**src/rtl/bsa_pkg.sv**
```systemverilog
package bsa_pkg;

  // Default sizing
  localparam int SLOTS_DEF      = 256;
  localparam int MAX_OBJ_DEF    = 4096;

  // Field widths
  localparam int CMD_W  = 2;
  localparam int OFF_W  = 20;
  localparam int IDX_W  = 9;
  localparam int CNT_W  = 9;
  localparam int SIZE_W = 13;
  localparam int ST_W   = 3;

  // Bitmap word geometry
  localparam int WB     = 8;
  localparam int WB_W   = 3;

  // Register indexes of the configuration port
  localparam int unsigned REG_SLOT_COUNT  = 0;
  localparam int unsigned REG_OBJECT_SIZE = 1;

  // Commands
  localparam logic [CMD_W-1:0] CMD_ALLOC   = 2'd0;
  localparam logic [CMD_W-1:0] CMD_RELEASE = 2'd1;
  localparam logic [CMD_W-1:0] CMD_CLEAR   = 2'd2;
  localparam logic [CMD_W-1:0] CMD_QUERY   = 2'd3;

  // Result status codes
  localparam logic [ST_W-1:0] ST_OK         = 3'd0;
  localparam logic [ST_W-1:0] ST_FULL       = 3'd1;
  localparam logic [ST_W-1:0] ST_RANGE      = 3'd2;
  localparam logic [ST_W-1:0] ST_NOT_LIVE   = 3'd3;
  localparam logic [ST_W-1:0] ST_MISALIGNED = 3'd4;

  // Controller to datapath commands
  typedef struct packed {
    logic load;
    logic afind;
    logic apick;
    logic rmul;
    logic rchk;
    logic rdiv;
    logic rtest;
    logic rwr;
    logic clr;
    logic qfirst;
    logic qword;
    logic qnext;
    logic out_load;
  } bsa_ctl_t;

  // Datapath to controller status
  typedef struct packed {
    logic a_cand;
    logic r_in_range;
    logic div_last;
    logic r_aligned;
    logic q_in_range;
    logic q_hit;
    logic q_more;
  } bsa_sts_t;

endpackage

```
**src/rtl/bsa_ctrl.sv**
```systemverilog
module bsa_ctrl
  import bsa_pkg::*;
(
  input  logic             clk,
  input  logic             rst_n,
  input  logic             in_tvalid,
  input  logic [CMD_W-1:0] in_cmd,
  output logic             in_tready,
  output logic             out_tvalid,
  input  logic             out_tready,
  input  bsa_sts_t         sts,
  output bsa_ctl_t         ctl
);

  localparam logic [3:0] S_IDLE   = 4'd0;
  localparam logic [3:0] S_AFIND  = 4'd1;
  localparam logic [3:0] S_APICK  = 4'd2;
  localparam logic [3:0] S_RMUL   = 4'd3;
  localparam logic [3:0] S_RCHK   = 4'd4;
  localparam logic [3:0] S_RDIV   = 4'd5;
  localparam logic [3:0] S_RTEST  = 4'd6;
  localparam logic [3:0] S_RWR    = 4'd7;
  localparam logic [3:0] S_CLR    = 4'd8;
  localparam logic [3:0] S_QFIRST = 4'd9;
  localparam logic [3:0] S_QWORD  = 4'd10;
  localparam logic [3:0] S_QNEXT  = 4'd11;
  localparam logic [3:0] S_DONE   = 4'd12;

  logic [3:0] state_r, state_nxt;
  logic       out_valid_r, out_valid_nxt;

  assign in_tready  = (state_r == S_IDLE);
  assign out_tvalid = out_valid_r;

  // Sequence the datapath through one command
  always_comb begin
    ctl       = '0;
    state_nxt = state_r;
    case (state_r)
      S_IDLE: begin
        if (in_tvalid) begin
          ctl.load = 1'b1;
          case (in_cmd)
            CMD_ALLOC:   state_nxt = S_AFIND;
            CMD_RELEASE: state_nxt = S_RMUL;
            CMD_CLEAR:   state_nxt = S_CLR;
            default:     state_nxt = S_QFIRST;
          endcase
        end
      end
      S_AFIND: begin
        ctl.afind = 1'b1;
        state_nxt = sts.a_cand ? S_APICK : S_DONE;
      end
      S_APICK: begin
        ctl.apick = 1'b1;
        state_nxt = S_DONE;
      end
      S_RMUL: begin
        ctl.rmul  = 1'b1;
        state_nxt = S_RCHK;
      end
      S_RCHK: begin
        ctl.rchk  = 1'b1;
        state_nxt = sts.r_in_range ? S_RDIV : S_DONE;
      end
      S_RDIV: begin
        ctl.rdiv = 1'b1;
        if (sts.div_last) begin
          state_nxt = S_RTEST;
        end
      end
      S_RTEST: begin
        ctl.rtest = 1'b1;
        state_nxt = sts.r_aligned ? S_RWR : S_DONE;
      end
      S_RWR: begin
        ctl.rwr   = 1'b1;
        state_nxt = S_DONE;
      end
      S_CLR: begin
        ctl.clr   = 1'b1;
        state_nxt = S_DONE;
      end
      S_QFIRST: begin
        ctl.qfirst = 1'b1;
        state_nxt  = sts.q_in_range ? S_QWORD : S_DONE;
      end
      S_QWORD: begin
        ctl.qword = 1'b1;
        state_nxt = (!sts.q_hit && sts.q_more) ? S_QNEXT : S_DONE;
      end
      S_QNEXT: begin
        ctl.qnext = 1'b1;
        state_nxt = S_DONE;
      end
      S_DONE: begin
        if (!out_valid_r || out_tready) begin
          ctl.out_load = 1'b1;
          state_nxt    = S_IDLE;
        end
      end
      default: state_nxt = S_IDLE;
    endcase
  end

  // Output slot occupancy
  always_comb begin
    out_valid_nxt = out_valid_r;
    if (ctl.out_load) begin
      out_valid_nxt = 1'b1;
    end else if (out_tready) begin
      out_valid_nxt = 1'b0;
    end
  end

  always_ff @(posedge clk) begin
    if (!rst_n) begin
      state_r     <= S_IDLE;
      out_valid_r <= 1'b0;
    end else begin
      state_r     <= state_nxt;
      out_valid_r <= out_valid_nxt;
    end
  end

endmodule

```
**src/rtl/bsa_dpath.sv**
```systemverilog
module bsa_dpath
  import bsa_pkg::*;
#(
  parameter int SLOTS = SLOTS_DEF
)
(
  input  logic              clk,
  input  logic              rst_n,
  input  bsa_ctl_t          ctl,
  output bsa_sts_t          sts,
  input  logic [CMD_W-1:0]  in_cmd,
  input  logic [OFF_W-1:0]  in_offset,
  input  logic [IDX_W-1:0]  in_index,
  input  logic [CNT_W-1:0]  n_slots,
  input  logic [SIZE_W-1:0] obj_size,
  output logic [ST_W-1:0]   out_status,
  output logic [OFF_W-1:0]  out_offset,
  output logic [CNT_W-1:0]  out_next,
  output logic [CNT_W-1:0]  out_live
);

  localparam int WORDS  = (SLOTS + WB - 1) / WB;
  localparam int WA_W   = (WORDS > 1) ? $clog2(WORDS) : 1;
  localparam int SI_W   = WA_W + WB_W;
  localparam int CNT_LW = $clog2(SLOTS + 1);
  localparam int CW     = ((SI_W > CNT_W) ? SI_W : CNT_W) + 1;
  localparam int MA_W   = (SI_W > CNT_W) ? SI_W : CNT_W;
  localparam int P_W    = MA_W + SIZE_W;
  localparam int DV_W   = (SIZE_W + SI_W > OFF_W) ? SIZE_W + SI_W : OFF_W;
  localparam int K_W    = $clog2(SI_W);

  // Lowest set bit of a bitmap word, with a found flag on top
  function automatic logic [WB_W:0] ffs_word(input logic [WB-1:0] v);
    logic [WB_W:0] r;
    r = '0;
    for (int b = WB - 1; b >= 0; b--) begin
      if (v[b]) begin
        r = {1'b1, WB_W'(b)};
      end
    end
    return r;
  endfunction

  logic [CMD_W-1:0]  cmd_r;
  logic [OFF_W-1:0]  off_r;
  logic [IDX_W-1:0]  idx_r;
  logic [ST_W-1:0]   status_r, status_nxt;
  logic [CNT_W-1:0]  next_r, next_nxt;
  logic [P_W-1:0]    prod_r, prod_nxt;
  logic [OFF_W-1:0]  rem_r, rem_nxt;
  logic [SI_W-1:0]   q_r, q_nxt;
  logic [K_W-1:0]    k_r, k_nxt;
  logic [CNT_LW-1:0] cnt_r, cnt_nxt;
  logic [WORDS-1:0]  any_r, any_nxt;
  logic [WORDS-1:0]  full_r, full_nxt;
  logic [WA_W-1:0]   addr_r;
  logic [WB-1:0]     rdata_r;
  logic [WB-1:0]     mem_r [WORDS];

  logic [ST_W-1:0]   out_status_r;
  logic [OFF_W-1:0]  out_offset_r;
  logic [CNT_W-1:0]  out_next_r;
  logic [CNT_W-1:0]  out_live_r;

  logic [CW-1:0]     n_ext;
  logic [CW-1:0]     s_ext;
  logic [WA_W-1:0]   s_word;
  logic [WB_W-1:0]   s_bit;
  logic [WB-1:0]     word_v;
  logic [WB-1:0]     in_pool;
  logic              a_found;
  logic [WA_W-1:0]   a_word;
  logic              q_found;
  logic [WA_W-1:0]   q_word;
  logic [WB_W:0]     pick;
  logic [WB-1:0]     pick_mask;
  logic [WB-1:0]     new_word;
  logic [SI_W-1:0]   slot;
  logic [MA_W-1:0]   mul_a;
  logic [DV_W-1:0]   div_d;
  logic [DV_W-1:0]   div_r;
  logic              rd_en;
  logic [WA_W-1:0]   rd_addr;
  logic              we;

  assign n_ext  = CW'(n_slots);
  assign s_ext  = CW'(idx_r) + CW'(1);
  assign s_word = s_ext[SI_W-1:WB_W];
  assign s_bit  = s_ext[WB_W-1:0];

  // A word whose live flag is clear reads as all free
  assign word_v = any_r[addr_r] ? rdata_r : '0;

  // Bits of the addressed word that fall below the slot count
  always_comb begin
    for (int b = 0; b < WB; b++) begin
      in_pool[b] = CW'({addr_r, WB_W'(b)}) < n_ext;
    end
  end

  // First word with a free slot inside the pool
  always_comb begin
    a_found = 1'b0;
    a_word  = '0;
    for (int w = WORDS - 1; w >= 0; w--) begin
      if (!full_r[w] && (CW'(w * WB) < n_ext)) begin
        a_found = 1'b1;
        a_word  = WA_W'(w);
      end
    end
  end

  // First live word past the query's starting word
  always_comb begin
    q_found = 1'b0;
    q_word  = '0;
    for (int w = WORDS - 1; w >= 0; w--) begin
      if (any_r[w] && (WA_W'(w) > s_word) && (CW'(w * WB) < n_ext)) begin
        q_found = 1'b1;
        q_word  = WA_W'(w);
      end
    end
  end

  // Bit selection in the word that was just read
  always_comb begin
    pick_mask = '0;
    for (int b = 0; b < WB; b++) begin
      if (ctl.apick) begin
        pick_mask[b] = !word_v[b] && in_pool[b];
      end else if (ctl.qword) begin
        pick_mask[b] = word_v[b] && in_pool[b] && (WB_W'(b) >= s_bit);
      end else begin
        pick_mask[b] = word_v[b] && in_pool[b];
      end
    end
  end

  assign pick = ffs_word(pick_mask);
  assign slot = {addr_r, pick[WB_W-1:0]};

  // Shared multiplier operand: pool size for range check, slot for offset
  assign mul_a = ctl.rmul ? MA_W'(n_slots) : MA_W'(slot);

  // Restoring divider step
  assign div_d = DV_W'(obj_size) << k_r;
  assign div_r = DV_W'(rem_r);

  // Word to write back
  always_comb begin
    if (ctl.apick) begin
      new_word = word_v | (WB'(1) << pick[WB_W-1:0]);
    end else begin
      new_word = word_v & ~(WB'(1) << q_r[WB_W-1:0]);
    end
  end

  assign we = (ctl.apick && pick[WB_W]) || (ctl.rwr && word_v[q_r[WB_W-1:0]]);

  // Read address per step
  always_comb begin
    rd_en   = ctl.afind || ctl.qfirst || ctl.qword || ctl.rtest;
    rd_addr = a_word;
    if (ctl.qfirst) begin
      rd_addr = s_word;
    end else if (ctl.qword) begin
      rd_addr = q_word;
    end else if (ctl.rtest) begin
      rd_addr = q_r[SI_W-1:WB_W];
    end
  end

  // Status back to the controller
  always_comb begin
    sts.a_cand     = a_found && (CW'(cnt_r) < n_ext);
    sts.r_in_range = P_W'(off_r) < prod_r;
    sts.div_last   = (k_r == '0);
    sts.r_aligned  = (rem_r == '0);
    sts.q_in_range = s_ext < n_ext;
    sts.q_hit      = pick[WB_W];
    sts.q_more     = q_found;
  end

  // Next values of the working registers
  always_comb begin
    status_nxt = status_r;
    next_nxt   = next_r;
    prod_nxt   = prod_r;
    rem_nxt    = rem_r;
    q_nxt      = q_r;
    k_nxt      = k_r;
    cnt_nxt    = cnt_r;
    any_nxt    = any_r;
    full_nxt   = full_r;

    if (ctl.load) begin
      status_nxt = ST_OK;
      next_nxt   = '0;
    end

    if (ctl.afind && !sts.a_cand) begin
      status_nxt = ST_FULL;
    end

    if (ctl.apick) begin
      if (pick[WB_W]) begin
        any_nxt[addr_r]  = 1'b1;
        full_nxt[addr_r] = &new_word;
        cnt_nxt          = cnt_r + CNT_LW'(1);
      end else begin
        status_nxt = ST_FULL;
      end
    end

    if (ctl.apick || ctl.rmul) begin
      prod_nxt = P_W'(mul_a) * P_W'(obj_size);
    end

    if (ctl.rchk) begin
      if (!sts.r_in_range) begin
        status_nxt = ST_RANGE;
      end
      rem_nxt = off_r;
      q_nxt   = '0;
      k_nxt   = K_W'(SI_W - 1);
    end

    if (ctl.rdiv) begin
      if (div_r >= div_d) begin
        rem_nxt = OFF_W'(div_r - div_d);
        q_nxt   = {q_r[SI_W-2:0], 1'b1};
      end else begin
        q_nxt   = {q_r[SI_W-2:0], 1'b0};
      end
      k_nxt = k_r - K_W'(1);
    end

    if (ctl.rtest && !sts.r_aligned) begin
      status_nxt = ST_MISALIGNED;
    end

    if (ctl.rwr) begin
      if (word_v[q_r[WB_W-1:0]]) begin
        any_nxt[addr_r]  = |new_word;
        full_nxt[addr_r] = 1'b0;
        if (cnt_r != '0) begin
          cnt_nxt = cnt_r - CNT_LW'(1);
        end
      end else begin
        status_nxt = ST_NOT_LIVE;
      end
    end

    if (ctl.clr) begin
      any_nxt  = '0;
      full_nxt = '0;
      cnt_nxt  = '0;
    end

    if (ctl.qfirst && !sts.q_in_range) begin
      next_nxt = n_slots;
    end

    if (ctl.qword) begin
      if (pick[WB_W]) begin
        next_nxt = CNT_W'(slot);
      end else if (!q_found) begin
        next_nxt = n_slots;
      end
    end

    if (ctl.qnext) begin
      next_nxt = pick[WB_W] ? CNT_W'(slot) : n_slots;
    end
  end

  // Control state: word flags and live count
  always_ff @(posedge clk) begin
    if (!rst_n) begin
      any_r  <= '0;
      full_r <= '0;
      cnt_r  <= '0;
    end else begin
      any_r  <= any_nxt;
      full_r <= full_nxt;
      cnt_r  <= cnt_nxt;
    end
  end

  // Payload registers
  always_ff @(posedge clk) begin
    if (ctl.load) begin
      cmd_r <= in_cmd;
      off_r <= in_offset;
      idx_r <= in_index;
    end
    status_r <= status_nxt;
    next_r   <= next_nxt;
    prod_r   <= prod_nxt;
    rem_r    <= rem_nxt;
    q_r      <= q_nxt;
    k_r      <= k_nxt;
  end

  // Bitmap memory: one read port, one write port
  always_ff @(posedge clk) begin
    if (rd_en) begin
      rdata_r <= mem_r[rd_addr];
      addr_r  <= rd_addr;
    end
  end

  always_ff @(posedge clk) begin
    if (we) begin
      mem_r[addr_r] <= new_word;
    end
  end

  // Result register toward the output channel
  always_ff @(posedge clk) begin
    if (ctl.out_load) begin
      out_status_r <= status_r;
      out_offset_r <= ((cmd_r == CMD_ALLOC) && (status_r == ST_OK)) ?
                      prod_r[OFF_W-1:0] : '0;
      out_next_r   <= next_r;
      out_live_r   <= CNT_W'(cnt_r);
    end
  end

  assign out_status = out_status_r;
  assign out_offset = out_offset_r;
  assign out_next   = out_next_r;
  assign out_live   = out_live_r;

endmodule

```
**src/rtl/bitmap_slot_allocator.sv**
```systemverilog
// First-fit slot allocator over a pool of fixed-size slots. Each input transfer carries
// a command in in_tuser (allocate, release by byte offset, clear, next-live query) and
// produces exactly one result transfer with a status, the allocated byte offset, the
// query answer and the live slot count. The live bitmap sits in a memory of 8-bit words
// with one read and one write port; per-word live and full flags in flip-flops steer the
// first-fit search and make the bitmap read as empty after reset or clear, so no
// clearing pass is needed. One item at a time is worked on. A release turns the byte
// offset into a slot number with a shift-subtract divider that produces one quotient
// bit per cycle. The result sits in an output register, so a new command is taken
// while the previous result waits.
module bitmap_slot_allocator
  import bsa_pkg::*;
#(
  parameter int SLOTS            = SLOTS_DEF,
  parameter int MAX_OBJECT_BYTES = MAX_OBJ_DEF
)
(
  input  logic        clk,
  input  logic        rst_n,
  // in_tdata: [19:0] byte_offset, [28:20] slot_index, [31:29] zero
  input  logic [31:0] in_tdata,
  // in_tuser: [1:0] cmd
  input  logic [1:0]  in_tuser,
  input  logic        in_tvalid,
  output logic        in_tready,
  // out_tdata: [2:0] status, [22:3] result_offset, [31:23] next_index,
  //            [40:32] live_total, [47:41] zero
  output logic [47:0] out_tdata,
  output logic        out_tvalid,
  input  logic        out_tready,
  input  logic        cfg_psel,
  input  logic        cfg_penable,
  input  logic        cfg_pwrite,
  input  logic [2:0]  cfg_paddr,
  input  logic [31:0] cfg_pwdata,
  output logic [31:0] cfg_prdata,
  output logic        cfg_pready
);

  logic [CNT_W-1:0]  slot_count_r, slot_count_nxt;
  logic [SIZE_W-1:0] object_size_r, object_size_nxt;
  logic [CNT_W-1:0]  n_eff;
  logic [SIZE_W-1:0] size_eff;
  logic              cfg_wr;

  bsa_ctl_t          ctl;
  bsa_sts_t          sts;
  logic [ST_W-1:0]   res_status;
  logic [OFF_W-1:0]  res_offset;
  logic [CNT_W-1:0]  res_next;
  logic [CNT_W-1:0]  res_live;

  assign cfg_pready = 1'b1;
  assign cfg_wr     = cfg_psel && cfg_penable && cfg_pwrite && cfg_pready;

  // Register writes
  always_comb begin
    slot_count_nxt  = slot_count_r;
    object_size_nxt = object_size_r;
    if (cfg_wr) begin
      case (cfg_paddr[2])
        1'(REG_SLOT_COUNT):  slot_count_nxt  = cfg_pwdata[CNT_W-1:0];
        1'(REG_OBJECT_SIZE): object_size_nxt = cfg_pwdata[SIZE_W-1:0];
        default:             slot_count_nxt  = slot_count_r;
      endcase
    end
  end

  always_ff @(posedge clk) begin
    if (!rst_n) begin
      slot_count_r  <= CNT_W'(256);
      object_size_r <= SIZE_W'(16);
    end else begin
      slot_count_r  <= slot_count_nxt;
      object_size_r <= object_size_nxt;
    end
  end

  // Register reads
  always_comb begin
    case (cfg_paddr[2])
      1'(REG_SLOT_COUNT):  cfg_prdata = 32'(slot_count_r);
      1'(REG_OBJECT_SIZE): cfg_prdata = 32'(object_size_r);
      default:             cfg_prdata = '0;
    endcase
  end

  // Clamp the slot count to the pool and the size to 1..MAX_OBJECT_BYTES
  assign n_eff = (32'(slot_count_r) > 32'(SLOTS)) ? CNT_W'(SLOTS) : slot_count_r;

  always_comb begin
    if (object_size_r == '0) begin
      size_eff = SIZE_W'(1);
    end else if (32'(object_size_r) > 32'(MAX_OBJECT_BYTES)) begin
      size_eff = SIZE_W'(MAX_OBJECT_BYTES);
    end else begin
      size_eff = object_size_r;
    end
  end

  bsa_ctrl u_ctrl (
    .clk        (clk),
    .rst_n      (rst_n),
    .in_tvalid  (in_tvalid),
    .in_cmd     (in_tuser),
    .in_tready  (in_tready),
    .out_tvalid (out_tvalid),
    .out_tready (out_tready),
    .sts        (sts),
    .ctl        (ctl)
  );

  bsa_dpath #(
    .SLOTS (SLOTS)
  ) u_dpath (
    .clk        (clk),
    .rst_n      (rst_n),
    .ctl        (ctl),
    .sts        (sts),
    .in_cmd     (in_tuser),
    .in_offset  (in_tdata[OFF_W-1:0]),
    .in_index   (in_tdata[OFF_W+IDX_W-1:OFF_W]),
    .n_slots    (n_eff),
    .obj_size   (size_eff),
    .out_status (res_status),
    .out_offset (res_offset),
    .out_next   (res_next),
    .out_live   (res_live)
  );

  assign out_tdata = {7'd0, res_live, res_next, res_offset, res_status};

endmodule
```
**config.mk**
```make
export PLATFORM = sky130hd
export DESIGN_NAME = bitmap_slot_allocator
export DESIGN_NICKNAME = d
export VERILOG_FILES = /design/src/rtl/bsa_pkg.sv /design/src/rtl/bsa_ctrl.sv /design/src/rtl/bsa_dpath.sv /design/src/rtl/bitmap_slot_allocator.sv
export SDC_FILE = /design/constraint.sdc
export NUM_CORES = 1
export LEC_CHECK = 0
export BUFFER_PORTS_ARGS = -buffer_cell sky130_fd_sc_hd__buf_2
export CELL_PAD_IN_SITES_DETAIL_PLACEMENT = 1
export CELL_PAD_IN_SITES_GLOBAL_PLACEMENT = 1
export CORE_MARGIN = 2
export CORE_UTILIZATION = 35
export CTS_CLUSTER_DIAMETER = 50
export DETAILED_ROUTE_END_ITERATION = 8
export GPL_TIMING_DRIVEN = 1
export PLACE_DENSITY = 0.74
export SLEW_MARGIN = 20
export SYNTH_ARGS = -nofsm -noshare
export SYNTH_HDL_FRONTEND = slang
export SYNTH_SLANG_ARGS = --single-unit
```
**constraint.sdc**
```tcl
create_clock -name clk -period 7.6 [get_ports clk]
set_input_delay 0.38 -clock clk [delete_from_list [all_inputs] [get_ports clk]]
set_output_delay 0.38 -clock clk [all_outputs]
set_load 0.02 [all_outputs]
```
---- After elaboration in Yosys (flattened, before gate mapping) ----
Memory sizes are Yosys's and may differ from the RTL's. A register that Yosys moved wholly into a read port is not among the register bits.
Index checks and enable logic that the tools add are counted.
word-level totals
  flip-flop bits (word level) ............. 242
  bits in writable memories ............... 256
  bits of input ports ..................... 76
  output and inout bits ................... 83
  logic and storage cells ................. 580
  memories kept ........................... 1
cells by class
  add/sub/neg operators ................... 5
  multipliers ............................. 1
  order comparisons ....................... 89
  eq/ne operators ......................... 17
  shift operators ......................... 3
  muxes and demuxes ....................... 236
  bitwise gates (word level) .............. 8
  reduce and logical (&&, ||, !) cells .... 199
memory list
  memory         depth  bits a word  read ports  clocked after Yosys merged registers in  wr ports  line             text
  u_dpath.mem_r  32     8            1           1                                        1         bsa_dpath.sv:58  logic [WB-1:0] mem_r [WORDS];
operators by type and width
  kind                count
  $mux 5              67
  $mux 32             8
  $lt 8x9->1 const A  16
  $logic_and 1x1->1   131
  $mux 9              14
  $mux 1              103
  $gt 5x5->1 const A  16
  $lt 7x9->1 const A  8
  $lt 8x9->1          8
  $bwmux 32           2
  $pmux 32 s2         1
  $mux 20             3
  $mux 4              14
  $logic_not 1->1     45
  $gt 4x5->1 const A  8
  $pmux 4 s10         1
  $mux 3              13
  $lt 6x9->1 const A  4
  $and 32x32->32      1
  $mux 8              4
  $not 32->32         1
  $or 32x32->32       1
  $mux 13             2
  $lt 20x22->1        1
  55 further kinds    86

---- Longest topological paths before layout ----
  word-level depth ........................ 47
  mapped depth ............................ 41
  mapped depth without buffers ............ 36

---- Modules after synthesis ----
From an unflattened synthesis, not the netlist that was laid out.
unflattened totals
  cells, all modules ...................... 2897
  area, all modules ....................... 30365.4 sq um
modules (own cells, without submodules)
  module                 times used  cells each  area an instance (sq um)
  bsa_dpath              1           2667        28482.3
  bitmap_slot_allocator  1           163         1413.9
  bsa_ctrl               1           67          469.2

---- Worst setup path before layout ----
Ideal clock, no wire load.
  kind .................................... register -> register
  from .................................... reg slot_count_r[8]
  to ...................................... reg u_dpath.prod_r[20] (data pin)
  library setup time ...................... 0.258 ns
  arrival ................................. 8.107 ns
  slack ................................... -0.765 ns
  cell stages (with the launch flop) ...... 38
  cells stage by stage .................... dfxtp_1 -> clkbuf_1 -> clkbuf_1 -> clkinv_1 -> clkbuf_1 -> nand2_1 -> ha_1 -> and3_1 -> nand4_1 -> nand2b_1 -> o311ai_1 -> nand2_1 -> a21oi_1 -> nand2_1 -> o21ai_0 -> clkbuf_1 -> nand2_1 -> fa_1 -> [2 not listed] -> ha_1 -> inv_1 -> fa_1 -> inv_1 -> ha_1 -> nor2b_1 -> o21ai_0 -> a21boi_0 -> o21ai_0 -> a21boi_0 -> o21ai_0 -> nand2_1 -> a21o_1 -> a21o_1 -> a31oi_1 -> o2111ai_1 -> a21oi_1 -> xnor2_1
between the ends
  word-level cells in the longest chain between the ends .. 17
ends and longest elaborated chain
  element                 line                                text
  start, declared         bitmap_slot_allocator.sv:40         logic [CNT_W-1:0] slot_count_r, slot_count_nxt;
  start signal, assigned  bitmap_slot_allocator.sv:74         slot_count_r <= slot_count_nxt;
  $gt 9x9->1              bitmap_slot_allocator.sv:89         assign n_eff = (32'(slot_count_r) > 32'(SLOTS)) ? CNT_W'(SLOTS) : slot_count_r;
  $mux 9 *                bitmap_slot_allocator.sv:89
  $lt 8x9->1              bsa_dpath.sv:97                     in_pool[b] = CW'({addr_r, WB_W'(b)}) < n_ext;
  $logic_and 1x1->1       bsa_dpath.sv:132, bsa_dpath.sv:134
  $logic_and 1x1->1       bsa_dpath.sv:132                    pick_mask[b] = word_v[b] && in_pool[b] && (WB_W'(b) >= s_bit);
  $mux 1                  bsa_dpath.sv:131                    end else if (ctl.qword) begin
  $mux 1                  bsa_dpath.sv:129                    if (ctl.apick) begin
  $mux 4 (8 in series)    bsa_dpath.sv:37                     if (v[b]) begin
  $mux 9 *                bsa_dpath.sv:143                    assign mul_a = ctl.rmul ? MA_W'(n_slots) : MA_W'(slot);
  $mul 9x13->22 *         bsa_dpath.sv:216                    prod_nxt = P_W'(mul_a) * P_W'(obj_size);
  end signal, assigned    bsa_dpath.sv:299                    prod_r <= prod_nxt;
  end, declared           bsa_dpath.sv:49                     logic [P_W-1:0] prod_r, prod_nxt;
Mark *: on every way between the ends. The rest lies on a longest branch, timed or not.
A chain may end at the register's enable or synchronous reset.

---- Worst setup path after layout ----
  from .................................... reg u_dpath.addr_r[0]
  to ...................................... reg u_dpath.prod_r[19] (data pin)
between the ends
  word-level cells in the longest chain between the ends .. 17
ends and longest elaborated chain
  element                       line                                text
  start, declared               bsa_dpath.sv:56                     logic [WA_W-1:0] addr_r;
  start signal, assigned        bsa_dpath.sv:309                    addr_r <= rd_addr;
  $bmux 1 s5                    bsa_dpath.sv:92                     assign word_v = any_r[addr_r] ? rdata_r : '0;
  $mux 1 (implied by the code)  bsa_dpath.sv:92
  $mux 8                        bsa_dpath.sv:92
  $logic_and 1x1->1             bsa_dpath.sv:132, bsa_dpath.sv:134
  $logic_and 1x1->1             bsa_dpath.sv:132
  $mux 1                        bsa_dpath.sv:131
  $mux 1                        bsa_dpath.sv:129
  $mux 4 (8 in series)          bsa_dpath.sv:37
  $mux 9 *                      bsa_dpath.sv:143
  $mul 9x13->22 *               bsa_dpath.sv:216
Mark *: on every way between the ends. The rest lies on a longest branch, timed or not. The select of a mux whose other input is x is not followed.

==> results.md <==
* Status: complete, but fails checks
* Failing checks: setup timing
* WL final at 104,000 um
* Most frequent cells in the layout: edfxtp_1, nand2_1, a21oi_1, buf_4, inv_1
* Top cells by area, synth: edfxtp_1, dfxtp_1, fa_1, ha_1, mux2i_1
* Final Setup Violations at 4
* Initial antenna violation count at 2
* Crit path required time at 7.98 ns
* Max-slew violations at 0
* CP Capture Type: flop
* Number of global-route vias before repair at 25,435
* Syn Inst Count at 2,900
* WP data arrival at 8.08 ns
* CP max-delay cell: fa_1
* N_diodes at 0
* Crit path buf inv count at 7
* DRT antenna net count at 0
* Final Net Count at 3,416
* Register area at 13,900 um2
* Crit path top cell by count: o21ai_2
* Drt pass-1 iters at 6
* Dpl cells at 4,154
* Number of vias per cell at 5.70
* Commonest register cell after synthesis: edfxtp_1
* Seq cells post-synth at 506
* Measured slew at the worst slew-check pin at 1.19 ns
* Synthesized area at 29,900 um2
* Worst slack at placement at -0.324 ns
* IO Pins at 159
* Max Buffers Root-to-Sink at 3
* Die Width at 296 um
* Seq/Total Area, Yosys at 46.4%
* Core Rows at 107
* Die Area at 87,800 um2
* Worst setup SP type: flop
* Via count at 24,805
* Area grow syn2layout at 20.6%
* IO Port Bufs at 107
* Slowest stage delay, CP at 0.62 ns
* Worst-Skew Late Latency at 0.66 ns
* Layout cell share with drive strength beyond 1 at 19.6%
* Htree depth at 3
* Die Ht at 296 um
* Post-DR wirelength/cell at 24.0 um
* Tcrit/Tclk final at 101%
* CP Max Fanout at 5
* Largest net degree at the start of global routing at 122
* Tmin final at 7.70 ns
* Yosys warnings at 0
* Hold WC Path Type: input port to flop
* Gr usage total at 23.5%
* Largest area contributor in the netlist: edfxtp_1
* Final Hold Vio Count at 0
* RSZ-0062 raised after global routing: yes
* DR iter-0 viols at 2,242
* GRT Residual Overflow at 0
* Detail Placement HPWL at 74,100 um
* # clock sinks at 506
* Pwr Total at 9.89 mW
* Clock Skew at 0.0496 ns
* Multi-input gate area at 15,200 um2
* # DRC at 0
* Fillers at 9,480
* Clock root buffer: clkbuf_16
* Number of synthesized flops with an enable pin at 374
* Initial Utilization at 35.2%
* Pwr dens at 274 nW/um2
* Slew HR at 20.3%
* Leakage at 14.0 nW
* Commonest non-fill, non-tap cell in the layout: edfxtp_1
* CTS Buf Count at 68
* Fin cells at 4,350
* Placer congestion estimate at 0.901
* CTS tree: built
* Global-route wire length before repair at 158,000 um
* WS Path Type: flop to flop
* Fmax at 130 MHz
* Area fraction of the dominant cell type after synthesis at 37.6%
* Netlist cell types at 99
* Post-route setup slack at -0.102 ns
* Ys async rst share at 0%
* Top delay family on crit path: compound AO/OA/AOI/OAI gates
* Floorplan Core Area at 84,900 um2
* Syn avg cell area at 10.3 um2
* Max-Cap Viols at 0
* Clk pin slew, worst setup/hold paths at 0.06 ns
* Worst VDD drop at 165 uV
## routing by layer
layer | global-route usage [%] | part of all wire, % | vias to the layer above
li1 | - | - | 11115
met1 | 33.0 | 45 | 12615
met2 | 37.7 | 46 | 892
met3 | 3.16 | 6.7 | 181
met4 | 7.14 | 2.7 | 2
met5 | 0 | 0.011 | -
## cell type report
| class | count | area share [%] |
|---|---|---|
| Tap cell | 1144 | 3.97 |
| Sequential cell | 506 | 38.5 |
| Multi-Input combinational cell | 2047 | 42.1 |
| Inverter | 188 | 1.96 |
| Clock inverter | 45 | 1.65 |
| Clock buffer | 79 | 4.95 |
| Timing Repair Buffer | 341 | 6.87 |
## what timing repair did
action | CTS | global route
buffers inserted | 18 | 15
endpoints found under the setup margin | 7 | 9
pin swaps | 60 | 51
endpoints found under the hold margin | 38 | 0
hold buffers | 38 | 0
gates cloned | 2 | 0
resized for setup | 71 | 38
## registers in the layout (all words and copies together), names as in the netlist, 9 cells and up
register,cells
object_size_r,13
u_dpath.out_next,9
u_dpath.out_offset,20
u_dpath.idx_r,9
u_dpath.mem_r,256
u_dpath.rem_r,20
u_dpath.prod_r,22
u_dpath.off_r,20
u_dpath.any_r,32
u_dpath.cnt_r,9
u_dpath.out_live,9
slot_count_r,9
u_dpath.next_r,9
u_dpath.full_r,32
## synthesized netlist by cell type, drive strengths merged, types with 49 or more instances
cell    count
a21oi     185
buf        59
nand2     285
ha        109
nor2      178
mux2       49
mux2i     128
dfxtp     132
nand3      81
fa         79
edfxtp    374
clkbuf    126
o21ai     184
inv       185
nor3       63
## per-stage QoR
stage	setup TNS (ns)	hold slack, ns	instance area (um2)	util [%]
2_1_floorplan	0	0.408	30100	-
3_3_place_gp	-0.491	0.420	32500	38.3
3_5_place_dp	-1.06	0.423	32500	38.3
4_1_cts	0	0.0000676	35800	42.1
5_1_grt	-1.80	0.00851	36100	42.5
6_report	-0.281	0.0216	36100	42.5
## where the power goes
| part | leakage (nW) | switching [mW] | internal [mW] | total (mW) |
|---|---|---|---|---|
| registers | 4.22 | 0.222 | 3.24 | 3.46 |
| logic | 8.64 | 1.89 | 1.21 | 3.11 |
| clock network | 1.13 | 1.38 | 1.95 | 3.33 |
| total | 14.0 | 3.50 | 6.40 | 9.89 |
## logic make-up (layout without fill, tap and decap cells)
logic type      after synthesis  after routing  share of synthesized area, %
mux                         187            187                          6.88
fa+ha+maj                   189            189                          9.89
flops                       506            506                          46.4
simple gates                889            890                          14.8
other cells                   2             27                        0.0251
compound gates              715            715                          15.6
buf+inv                     373            653                          5.29
xor+xnor                     39             39                          1.14
## worst min-delay path, stage by stage
cell and delay (ns):
buf_2 0.10, nand2_1 0.05, o211ai_1 0.07
## worst paths after layout
check                     from                  end  slack [ns]  cells past startpoint
max          u_dpath.addr_r[0]   u_dpath.prod_r[19]       -0.10                     33
max reg2reg  u_dpath.addr_r[0]   u_dpath.prod_r[19]       -0.10                     33
min reg2reg  u_dpath.next_r[4]  u_dpath.out_next[4]        0.43                      0
min              cfg_pwdata[8]      slot_count_r[8]        0.02                      3
Power figures use the tool's default switching activity.
